<file path="config.mk">
export PLATFORM = sky130hd
export DESIGN_NAME = ctw_front_flat
export DESIGN_NICKNAME = d
export VERILOG_FILES = /design/src/hw/rtl/ctw_pkg.sv /design/src/hw/rtl/ctw_ifs.sv /design/src/hw/rtl/ctw_front.sv /design/src/flat_wrapper.sv
export SDC_FILE = /design/constraint.sdc
export NUM_CORES = 1
export LEC_CHECK = 0
export ABC_CLOCK_PERIOD_IN_PS = 4200
export CAP_MARGIN = 10
export CORE_UTILIZATION = 32
export CTS_CLUSTER_DIAMETER = 200
export CTS_CLUSTER_SIZE = 12
export DETAILED_ROUTE_END_ITERATION = 8
export DONT_BUFFER_PORTS = 1
export MAX_ROUTING_LAYER = met4
export SYNTH_ARGS = -nofsm -noshare
export SYNTH_HDL_FRONTEND = slang
export SYNTH_SLANG_ARGS = --single-unit
export TNS_END_PERCENT = 100
</file>
<file path="constraint.sdc">
create_clock -name clk -period 4.2 [get_ports clk]
set_clock_uncertainty 0.15 [all_clocks]
set_input_delay 0.21 -clock clk [delete_from_list [all_inputs] [get_ports clk]]
set_output_delay 0.21 -clock clk [all_outputs]
set_load 0.01 [all_outputs]
</file>
<file path="src/hw/rtl/ctw_pkg.sv">
`timescale 1ns / 1ps

package ctw_pkg;

	// Field widths of the command and response beats.
	localparam int OP_W   = 3;
	localparam int BYTE_W = 8;
	localparam int COLX_W = 7;
	localparam int ROWY_W = 5;
	localparam int ROWO_W = 5;
	localparam int CELL_W = 16;

	// Operation codes carried in the op field.
	typedef enum logic [OP_W-1:0] {
		OP_PUT   = 3'd0,
		OP_CLEAR = 3'd1,
		OP_LEFT  = 3'd2,
		OP_RIGHT = 3'd3,
		OP_UP    = 3'd4,
		OP_DOWN  = 3'd5,
		OP_PLACE = 3'd6,
		OP_READ  = 3'd7
	} op_t;

	// Special characters and fill values.
	localparam logic [BYTE_W-1:0] CH_NUL      = 8'h00;
	localparam logic [BYTE_W-1:0] CH_TAB      = 8'h09;
	localparam logic [BYTE_W-1:0] CH_NL       = 8'h0a;
	localparam logic [BYTE_W-1:0] CH_ESC      = 8'h1b;
	localparam logic [BYTE_W-1:0] CH_SPACE    = 8'h20;
	localparam logic [BYTE_W-1:0] RESET_COLOR = 8'h07;
	localparam logic [CELL_W-1:0] BLANK_FILL  = 16'h0f00;

	// One classified command held in the queue between front and back.
	typedef struct packed {
		op_t                 op;
		logic [BYTE_W-1:0]   ch;
		logic [COLX_W-1:0]   x;
		logic [ROWY_W-1:0]   y;
		logic                pos_ok;
	} q_entry_t;

endpackage

</file>
<file path="src/hw/rtl/ctw_ifs.sv">
`timescale 1ns / 1ps

interface ctw_cmd_if;
	import ctw_pkg::*;
	logic                valid;
	logic                ready;
	logic [OP_W-1:0]     op;
	logic [BYTE_W-1:0]   char_byte;
	logic [COLX_W-1:0]   col_x;
	logic [ROWY_W-1:0]   row_y;

	modport source (output valid, op, char_byte, col_x, row_y, input ready);
	modport sink (input valid, op, char_byte, col_x, row_y, output ready);
endinterface


</file>
<file path="src/hw/rtl/ctw_front.sv">
`timescale 1ns / 1ps

module ctw_front #(
	parameter int COLS = 80,
	parameter int ROWS = 25
) (
	input  logic              clk,
	input  logic              arst_n,
	ctw_cmd_if.sink           cmd,
	input  logic              init_busy,
	output logic              q_valid,
	input  logic              q_ready,
	output ctw_pkg::q_entry_t q_entry
);
	import ctw_pkg::*;

	q_entry_t   ent_q [2];
	logic       wr_ptr_q;
	logic       rd_ptr_q;
	logic [1:0] count_q;
	logic       push;
	logic       pop;
	q_entry_t   cls;

	// Classify the incoming beat: check the position against the screen.
	always_comb begin
		cls.op     = op_t'(cmd.op);
		cls.ch     = cmd.char_byte;
		cls.x      = cmd.col_x;
		cls.y      = cmd.row_y;
		cls.pos_ok = (int'(cmd.col_x) < COLS) && (int'(cmd.row_y) < ROWS);
	end

	// No beat is taken while the cell store is being cleared after reset.
	assign cmd.ready = (count_q != 2'd2) && !init_busy;
	assign push      = cmd.valid && cmd.ready;
	assign q_valid   = (count_q != 2'd0);
	assign pop       = q_valid && q_ready;
	assign q_entry   = ent_q[rd_ptr_q];

	// Two-entry queue storage.
	always_ff @(posedge clk) begin
		if (push) begin
			ent_q[wr_ptr_q] <= cls;
		end
	end

	// Queue pointers and fill level.
	always_ff @(posedge clk or negedge arst_n) begin
		if (!arst_n) begin
			wr_ptr_q <= 1'b0;
			rd_ptr_q <= 1'b0;
			count_q  <= 2'd0;
		end else begin
			if (push) begin
				wr_ptr_q <= !wr_ptr_q;
			end
			if (pop) begin
				rd_ptr_q <= !rd_ptr_q;
			end
			if (push && !pop) begin
				count_q <= count_q + 2'd1;
			end else if (pop && !push) begin
				count_q <= count_q - 2'd1;
			end
		end
	end

endmodule

</file>
<file path="src/flat_wrapper.sv">
// flat-port wrapper written by rule: the top's interface ports become plain ports
module ctw_front_flat import ctw_pkg::*;
#(
	parameter int COLS = 80,
	parameter int ROWS = 25
)
  (clk, arst_n, init_busy, q_valid, q_ready, q_entry, cmd_valid, cmd_op, cmd_char_byte, cmd_col_x, cmd_row_y, cmd_ready);
  ctw_cmd_if cmd_i ();
  input  logic clk;
  input  logic arst_n;
  input  logic init_busy;
  output logic q_valid;
  input  logic q_ready;
  output ctw_pkg::q_entry_t q_entry;
  input wire logic [$bits(cmd_i.valid)-1:0] cmd_valid;
  input wire logic [$bits(cmd_i.op)-1:0] cmd_op;
  input wire logic [$bits(cmd_i.char_byte)-1:0] cmd_char_byte;
  input wire logic [$bits(cmd_i.col_x)-1:0] cmd_col_x;
  input wire logic [$bits(cmd_i.row_y)-1:0] cmd_row_y;
  output wire logic [$bits(cmd_i.ready)-1:0] cmd_ready;
  assign cmd_i.valid = cmd_valid;
  assign cmd_i.op = cmd_op;
  assign cmd_i.char_byte = cmd_char_byte;
  assign cmd_i.col_x = cmd_col_x;
  assign cmd_i.row_y = cmd_row_y;
  assign cmd_ready = cmd_i.ready;
  ctw_front #(.COLS(COLS), .ROWS(ROWS)) u_core (.clk(clk), .arst_n(arst_n), .cmd(cmd_i), .init_busy(init_busy), .q_valid(q_valid), .q_ready(q_ready), .q_entry(q_entry));
endmodule
</file>
==> results of run 1 <==
report_power, final:
group / switching, mW / leakage (nW) / total (mW) / internal [mW]
Combinational: 0.195 / 0.360 / 0.400 / 0.205
Clock: 0.151 / 0.0654 / 0.389 / 0.238
Sequential: 0.0512 / 0.485 / 0.703 / 0.652
Total: 0.396 / 0.910 / 1.49 / 1.10
area by class of cell:
cell class                      instances  area [µm²]
Clock inverter                          2        60.1
Multi-Input combinational cell         40         464
Fill cell                             537        3540
Clock buffer                            6        72.6
Timing Repair Buffer                   28         273
Sequential cell                        52        1540
Inverter                                3        11.3
Tap cell                               75        93.8
critical path, cell delays in order, from the launching register on:
cell                      delay [ns]
sky130_fd_sc_hd__dfrtp_1        0.67
sky130_fd_sc_hd__buf_4          0.39
sky130_fd_sc_hd__mux2_2         0.41
worst max path at each step:
stage | slack (ns) | cells after the start | startpoint | end
global route | 1.93 | 2 | u_core.rd_ptr_q | q_entry[19]
global placement | 2.34 | 4 | u_core.count_q[1] | u_core.ent_q[1][6]
floorplan | 2.01 | 3 | u_core.count_q[1] | u_core.ent_q[0][0]
finish | 2.06 | 2 | u_core.rd_ptr_q | q_entry[19]
detailed placement | 2.26 | 4 | u_core.count_q[1] | u_core.ent_q[1][6]
CTS | 1.99 | 2 | u_core.rd_ptr_q | q_entry[19]
per-stage QoR:
| step | hold slack [ns] | total power [mW] | setup slack (ns) | util [%] |
|---|---|---|---|---|
| final | 0.0224 | 1.49 | 2.06 | 41.5 |
| after global placement | -0.235 | 1.09 | 2.34 | 35.2 |
| after global routing | 0.00708 | 1.57 | 1.93 | 41.5 |
| after CTS | 0.0173 | 1.52 | 1.99 | 41.5 |
| after floorplan | -0.236 | 1.08 | 2.01 | - |
| after detailed placement | -0.235 | 1.10 | 2.26 | 35.2 |
cells in the mapped netlist (all sizes together):
library cell	instances	area, µm²
edfxtp	48	1440
mux2	24	342
dfrtp	4	100
xnor2	4	35.0
buf	3	51.3
inv	3	11.3
nor2	2	7.51
and2	1	6.26
and3	1	6.26
ha	1	12.5
nand2	1	6.26
o211ai	1	7.51
o21a	1	7.51
o21ai	1	5.00
o311ai	1	8.76
or2	1	8.76
xor2	1	8.76
cells by family after synthesis:
| kind of cell | after synthesis |
|---|---|
| multiplexers | 24 |
| adder cells (fa/ha/maj) | 1 |
| AO/OA/AOI/OAI | 4 |
| flip-flops | 52 |
| buffers and inverters | 6 |
| XOR/XNOR | 5 |
| AND/OR/NAND/NOR | 6 |
routing by layer:
layer	GRT usage, %	routed length, µm	vias up
met3	4.29	311	4
met4	5.44	59	0
met5	-	0	-
met1	11.5	1330	453
li1	-	-	434
met2	17.9	1630	41
timing repair:
action                    4_1_cts  5_1_grt
gates resized for setup         0        0
hold buffers                   25        0
hold endpoints to repair       51        0
sequential cells by signal (all words and copies together), names as in the netlist:
signal           count
u_core.ent_q        48
u_core.wr_ptr_q      1
u_core.rd_ptr_q      1
u_core.count_q       2
==> results.md, run 1 <==
Status:
- The flow ran to the end, and the final reports show no timing, DRC or antenna violations.

Routing:
- For this block, the via count after detailed routing is roughly 930.
- Once detail routing completed, the nets flagged for antenna violations numbered 0.
- The total DRC errors in the routed layout is 0.
- The routed wire length per instance is about 16 µm.
- The first detailed-routing pass ran for 3 iterations.
- For this block, the initial DRC count from the detailed router was 32.
- After detailed routing, the number of vias per cell comes to between 4 and 5.
- The final layout contains routed wiring with a total length of between 3000 and 4000 µm.

Cells and area:
- The commonest non-fill, non-tap cell in the layout is sky130_fd_sc_hd__edfxtp_1.
- The total inserted antenna cells is 0.
- The final non-filler cell area is roughly 2500 µm².
- The net count of the finished layout is roughly 160.
- The layout cell share with drive strength beyond 1 is around 28%.
- The signed area change from the synthesized netlist to the final layout is 21.8%.
- Leaving out filler cells and counting taps, the final layout contains ~200.
- In the layout the commonest cells are 48 x sky130_fd_sc_hd__edfxtp_1, 25 x sky130_fd_sc_hd__dlygate4sd3_1, 19 x sky130_fd_sc_hd__mux2_4, 5 x sky130_fd_sc_hd__mux2_2, 5 x sky130_fd_sc_hd__clkbuf_8.

Logic synthesis:
- The synthesized netlist devotes less than 1% of its cell area to adder and majority cells.
- Of the total synthesized cell area, the portion taken by XOR and XNOR cells is 2.12%.
- The Yosys warning count is 0.
- Each instance of the synthesized netlist takes up on average around 21 µm².
- The synthesized netlist devotes around 1.7% of its cell area to simple gates.
- The post-synthesis cell area is slightly above 2000 µm².
- When the netlist entered floorplanning its net count stood at around 130.
- Synthesis produced a netlist whose cell count is just under 100.
- The number of flip-flops and latches in the synthesized netlist is between 50 and 60.
- The multiplexer area fraction after synthesis is approximately 17%.
- The largest family of logic cells by synthesized area is multiplexers.
- Summing the areas of all compound-gate instances in the mapped netlist gives about 1.4% of the synthesized area.
- The sequential element share of the synthesized area is between 70 and 80%.
- The unique cell type count in the Yosys netlist is 19.

STA:
- For this run, the top clock speed supported by timing is 468 MHz.
- Measured against its own limit, the worst slew margin works out to between 60% and 70%.
- The count of endpoints failing hold in the final timing report is 0.
- Setup violations remaining at the end of the flow were counted as 0.
- The shortest period the worst path allows is between 2 and 2.5 ns.
- The total count of max-transition violations in the final report came to 0.
- The measured slew at the worst slew-check pin is between 0.5 and 0.6 ns.
- The final critical path takes up a little over 50% of the cycle.
- The sum of negative setup slack is 0 ns.
- Setup repair after global routing left no endpoint under its margin.

Worst setup path:
- Of all nets on the critical path, the largest fanout is 17.
- The class of the most critical setup path is register to output port.
- The type of origin of the critical path is a register.
- The required time at the worst-slack endpoint is between 3 and 4 ns.
- At the worst endpoint, the arrival time is 1.78 ns.
- The endpoint kind of the worst setup timing path is an output port.
- The end of the worst register-to-register path is u_core.ent_q[1][5].
- The startpoint of the most critical register-to-register path is u_core.count_q[1].
- Setup slack on the worst reg-to-reg path comes out at about 2.3 ns.
- The worst register-to-register path has a depth of 4.

CTS:
- The count of buffers added by post-CTS timing repair for setup is 0.
- The clock passes through at most 2 buffers.
- The source-to-sink clock delay at the later pin of the worst-skew pair is approximately 0.29 ns.
- The H-tree depth reported by CTS is 2.
- The clock-pin transition on the worst setup and hold timing paths is 0.09 ns.
- TritonCTS built the clock tree.
- Counting every sink on the clock net gives 52.
- The buffer type at the clock tree root is sky130_fd_sc_hd__clkbuf_8.
- The number of buffers inserted during clock tree synthesis is 5.

Global route:
- Entering global routing, the biggest net connects 18 pins.
- The first global-routing pass estimated around 4900 µm of wire.
- Across every metal layer, demand over resource in global routing totals between 10% and 20%.
- The via count of the first global-routing pass is about 1000.
- The remaining global-route overflow is 0.
- The initial antenna violation count is 0.

Floorplan:
- In this run the core area contains 28 standard-cell rows.
- The die boundary width is slightly above 80 µm.
- The top-level port count is 54.
- The die covers ~6800 µm².
- The height of the die is approximately 80 µm.
- The starting utilization of the core area is about a third.
- The floorplan step defined a core boundary enclosing a little over 6000 µm².

Pwr:
- Across the VDD grid, the largest voltage drop is approximately 0.00035 V.
- The standby leakage power is between 0.9 and 1 nW.
- In this run the power density over the cells is a little under 600 nW/µm².

Placed design:
- The number of input and output port buffers inserted is 0.
- Detailed placement finished with a half-perimeter wire length of between 2000 and 2500 µm.
- After detailed placement, the design holds a cell count of between 150 and 200.
- After detailed placement, the total cell area comes to roughly 2100 µm².
- At the end of routability-driven placement, the weighted congestion stood at roughly 0.67.

Hold path:
- The type of the tightest min-delay check is input pin to asynchronous set/reset pin.

Flow run:
- Across the run, the number of max-cap violations was 0.
(Power assumes the default switching activity.)
==> inputs of run 2 (changes only) <==
- ABC_CLOCK_PERIOD_IN_PS: 4200 -> 2050
- clock period: 4.2 -> 2.05 ns (I/O delays scaled with it)
==> run 2 against run 1 <==
  * Critical path depth grew 1
  * Register-to-register slack lost 1.9 ns
  * First-iteration DRC count shrank 13%
  * Largest power group unchanged
  * Cell area grew 0.30%
  * Worst setup slack lost 1.7 ns
  * Worst hold slack gained 0.010 ns
  * Final cell count grew 2.9%
  * Sequential cell count is the same
  * Power grew 89%
  * Wire length shrank 5.0%
==> results.md, run 2 (synthesis gave the netlist of run 1 again) <==
Status:
- The flow ran to the end, and the final reports show no timing, DRC or antenna violations.

Flow run:
- The max-capacitance violation count is 0 (unchanged).

CTS:
- The total number of clock tree sinks came to 52 (unchanged).
- TritonCTS built the clock tree.
- The clock-pin transition on the worst setup and hold timing paths is 0.09 ns (about the same).
- The source-to-sink clock delay at the later pin of the worst-skew pair was 0.30 ns (about the same).
- The buffer type at the clock tree root is sky130_fd_sc_hd__clkbuf_8.
- The number of buffers inserted during clock tree synthesis was 5 (unchanged).
- The maximum clock insertion buffer count was 2 (unchanged).
- The H-tree depth reported by CTS came to 2 (unchanged).

Global route:
- The via count of the first global-routing pass came to 1024 (+2.2%).
- The largest net degree at the start of global routing is 18 (unchanged).
- The remaining global-route overflow is 0 (unchanged).
- The initial antenna violation count was 0 (unchanged).
- The combined global-route utilization of all metal layers is 10.4% (-0.58 points).
- The wire length of the first global-routing pass was 4770 µm (-2.6%).

Worst setup path:
- The required time at the worst-slack endpoint is 2.13 ns (-1.71 ns).
- Grouping stages by cell kind, the critical path spends the most delay in buffers and inverters.
- The top fanout value on the critical path is 5 (-12).
- The signal arrival time at the worst endpoint is 1.79 ns (about the same).
- The highest cell delay on the worst timing path is 0.62 ns (-0.05 ns).
- STA classifies the critical path startpoint as a register.
- The slowest stage of the critical path belongs to the cell sky130_fd_sc_hd__dlygate4sd3_1.
- STA classifies the critical path endpoint as a register.
- The worst path buffer plus inverter count is 1 (unchanged).
- The signal on the critical path passes through o211ai_1, dlygate4sd3_1, xnor2_1.
- The class of the most critical setup path is register to register.

Routing:
- The overall via count from detail_route is 947 (+1.6%).
- The routed wire length is 3160 µm (-5.0%).
- The iteration count of the initial detailed-routing pass is 3 (unchanged).
- The via count normalized by instance count is 4.47 (-1.3%).
- The starting DRC count in detailed routing came to 28 (-13%).
- The total DRC errors in the routed layout is 0 (unchanged).
- The number of routed nets with antenna violations was 0 (unchanged).
- The routed wire length per instance is 14.9 µm (-7.7%).

Pwr:
- The power density over the cells came to 1120 nW/µm² (+89%).
- The internal cell power came to 2.02 mW (+84%).
- The total design power was 2.83 mW (+89%).
- The sequential cell fraction of total power was 49.4% (+2.3 points).
- The switching power total is 0.807 mW (+100%).
- The fraction of power consumed by the clock network is 19.2% (-6.9 points).
- The largest voltage drop on the vdd net is 0.000639 V (+85%).
- The switching power as a share of total power was 28.6% (+2.0 points).
- The logic gate share of total power came to 31.3% (+4.5 points).
- The standby leakage power is 0.909 nW (-0.15%).

Floorplan:
- The area of the core region is 6060 µm² (unchanged).
- The height of the die came to 82.3 µm (unchanged).
- The top-level port count is 54 (unchanged).
- The number of cell rows is 28 (unchanged).
- The floorplan die area came to 6780 µm² (unchanged).
- The die boundary width is 82.3 µm (unchanged).
- The starting utilization of the core area was 34.1% (unchanged).

Placed design:
- The number of input and output port buffers inserted came to 0 (unchanged).
- The placed instance area is 2160 µm² (+1.1%).
- The routability congestion estimate is 0.629 (-6.6%).
- The detailed placement HPWL is 2170 µm (-4.6%).

Cells and area:
- The final non-filler cell area came to 2520 µm² (+0.30%).
- The signed area change from the synthesized netlist to the final layout is 22.2%.
- The multi-input logic area was 464 µm² (unchanged).
- The total inserted antenna cells is 0 (unchanged).
- The combined flip-flop and latch cell area is 1540 µm² (unchanged).
- The layout filler cell count is 551 (+2.6%).
- The layout cell share with drive strength beyond 1 is 29.2% (+0.95 points).
- Leaving out fill and tap cells, the most frequent cells in the layout are 48 x sky130_fd_sc_hd__edfxtp_1, 28 x sky130_fd_sc_hd__dlygate4sd3_1, 19 x sky130_fd_sc_hd__mux2_4, 6 x sky130_fd_sc_hd__buf_4.
- The number of flip-flops under the largest register name was 48 (unchanged).
- The commonest non-fill, non-tap cell in the layout is sky130_fd_sc_hd__edfxtp_1.
- The largest registers in the layout are u_core.ent_q (48), u_core.count_q (2).
- The register bank with the most flops is u_core.ent_q.
- The final-stage net count is 165 (+3.8%).

STA:
- The worst slew slack as a fraction of its limit is 70.5% (+4.3 points).
- The maximum operating frequency is around 590 MHz.
- The final period utilization is 83.3%.
- The sum of negative setup slack came to 0 ns (unchanged).
- The count of final setup violators is 0 (unchanged).
- The count of endpoints failing hold in the final timing report is 0 (unchanged).
- Counting I/O delays and the setup requirement, the final critical path takes 1.71 ns.
- The total count of max-transition violations in the final report is 0 (unchanged).
- Setup repair after global routing left no endpoint under its margin.
- The measured slew at the worst slew-check pin is 0.438 ns (-0.0699 ns).

Hold path:
- The type of the tightest min-delay check is input pin to register.
==> run 2: cell types whose count changed in the layout (fill, tap and decap cells not counted) <==
cell,before,now
sky130_fd_sc_hd__clkinvlp_4,0,2
sky130_fd_sc_hd__buf_4,3,6
sky130_fd_sc_hd__clkinv_1,0,1
sky130_fd_sc_hd__clkbuf_1,1,0
sky130_fd_sc_hd__dlygate4sd3_1,25,28
sky130_fd_sc_hd__bufinv_16,2,0
==> run 2: power groups by stage <==
stage               Clock [mW]  Sequential (mW)  Combinational (mW)
floorplan                    0             1.41               0.803
CTS                      0.569             1.40               0.913
global placement             0             1.41               0.843
global route             0.604             1.41               0.966
detailed placement           0             1.42               0.857
finish                   0.543             1.40               0.886
==> run 2: cell type report <==
cell class              count  area share, %
inverters                   3          0.446
repair buffers             34           12.9
clock buffers               5           2.73
flip-flops and latches     52           61.1
multi-input cells          40           18.4
well taps                  75           3.72
clock inverters             3          0.744
==> run 2: through the flow <==
step | utilization, % | std cells | setup slack, ns | hold WS [ns]
CTS | 41.6 | 212 | 0.351 | 0.0196
floorplan | - | 98 | 0.219 | -0.343
global route | 41.6 | 212 | 0.248 | 0.0480
detailed placement | 35.6 | 176 | 0.339 | -0.343
finish | 41.6 | 212 | 0.343 | 0.0326
global placement | 35.6 | 176 | 0.451 | -0.343
==> run 2: timing repair <==
| action | CTS | global route |
|---|---|---|
| gates resized for setup | 0 | 0 |
| setup buffers | 0 | 0 |
| endpoints found under the hold margin | 55 | 0 |
| setup endpoints to repair | 0 | 0 |
| hold buffers | 28 | 0 |
==> run 2: path summary, 6_finish.rpt <==
check | startpoint | to | slack (ns) | depth (start not counted)
max in group asynchronous | arst_n | u_core.rd_ptr_q | 1.11 | 2
min in group asynchronous | arst_n | u_core.count_q[1] | 0.47 | 2
hold reg to reg | u_core.wr_ptr_q | u_core.wr_ptr_q | 0.38 | 1
setup / recovery | u_core.count_q[0] | u_core.wr_ptr_q | 0.34 | 3
hold / removal | cmd_row_y[3] | u_core.ent_q[1][0] | 0.03 | 2
setup reg to reg | u_core.count_q[0] | u_core.wr_ptr_q | 0.34 | 3
==> run 2: layer usage <==
layer / share of wire, % / global-route usage [%] / routed length, µm / up-vias
met5: 0 / - / 0 / -
met4: 1.3 / 3.68 / 42 / 0
met3: 9.7 / 3.85 / 307 / 6
met2: 53 / 18.6 / 1660 / 44
met1: 36 / 10.2 / 1150 / 450
li1: - / - / - / 447
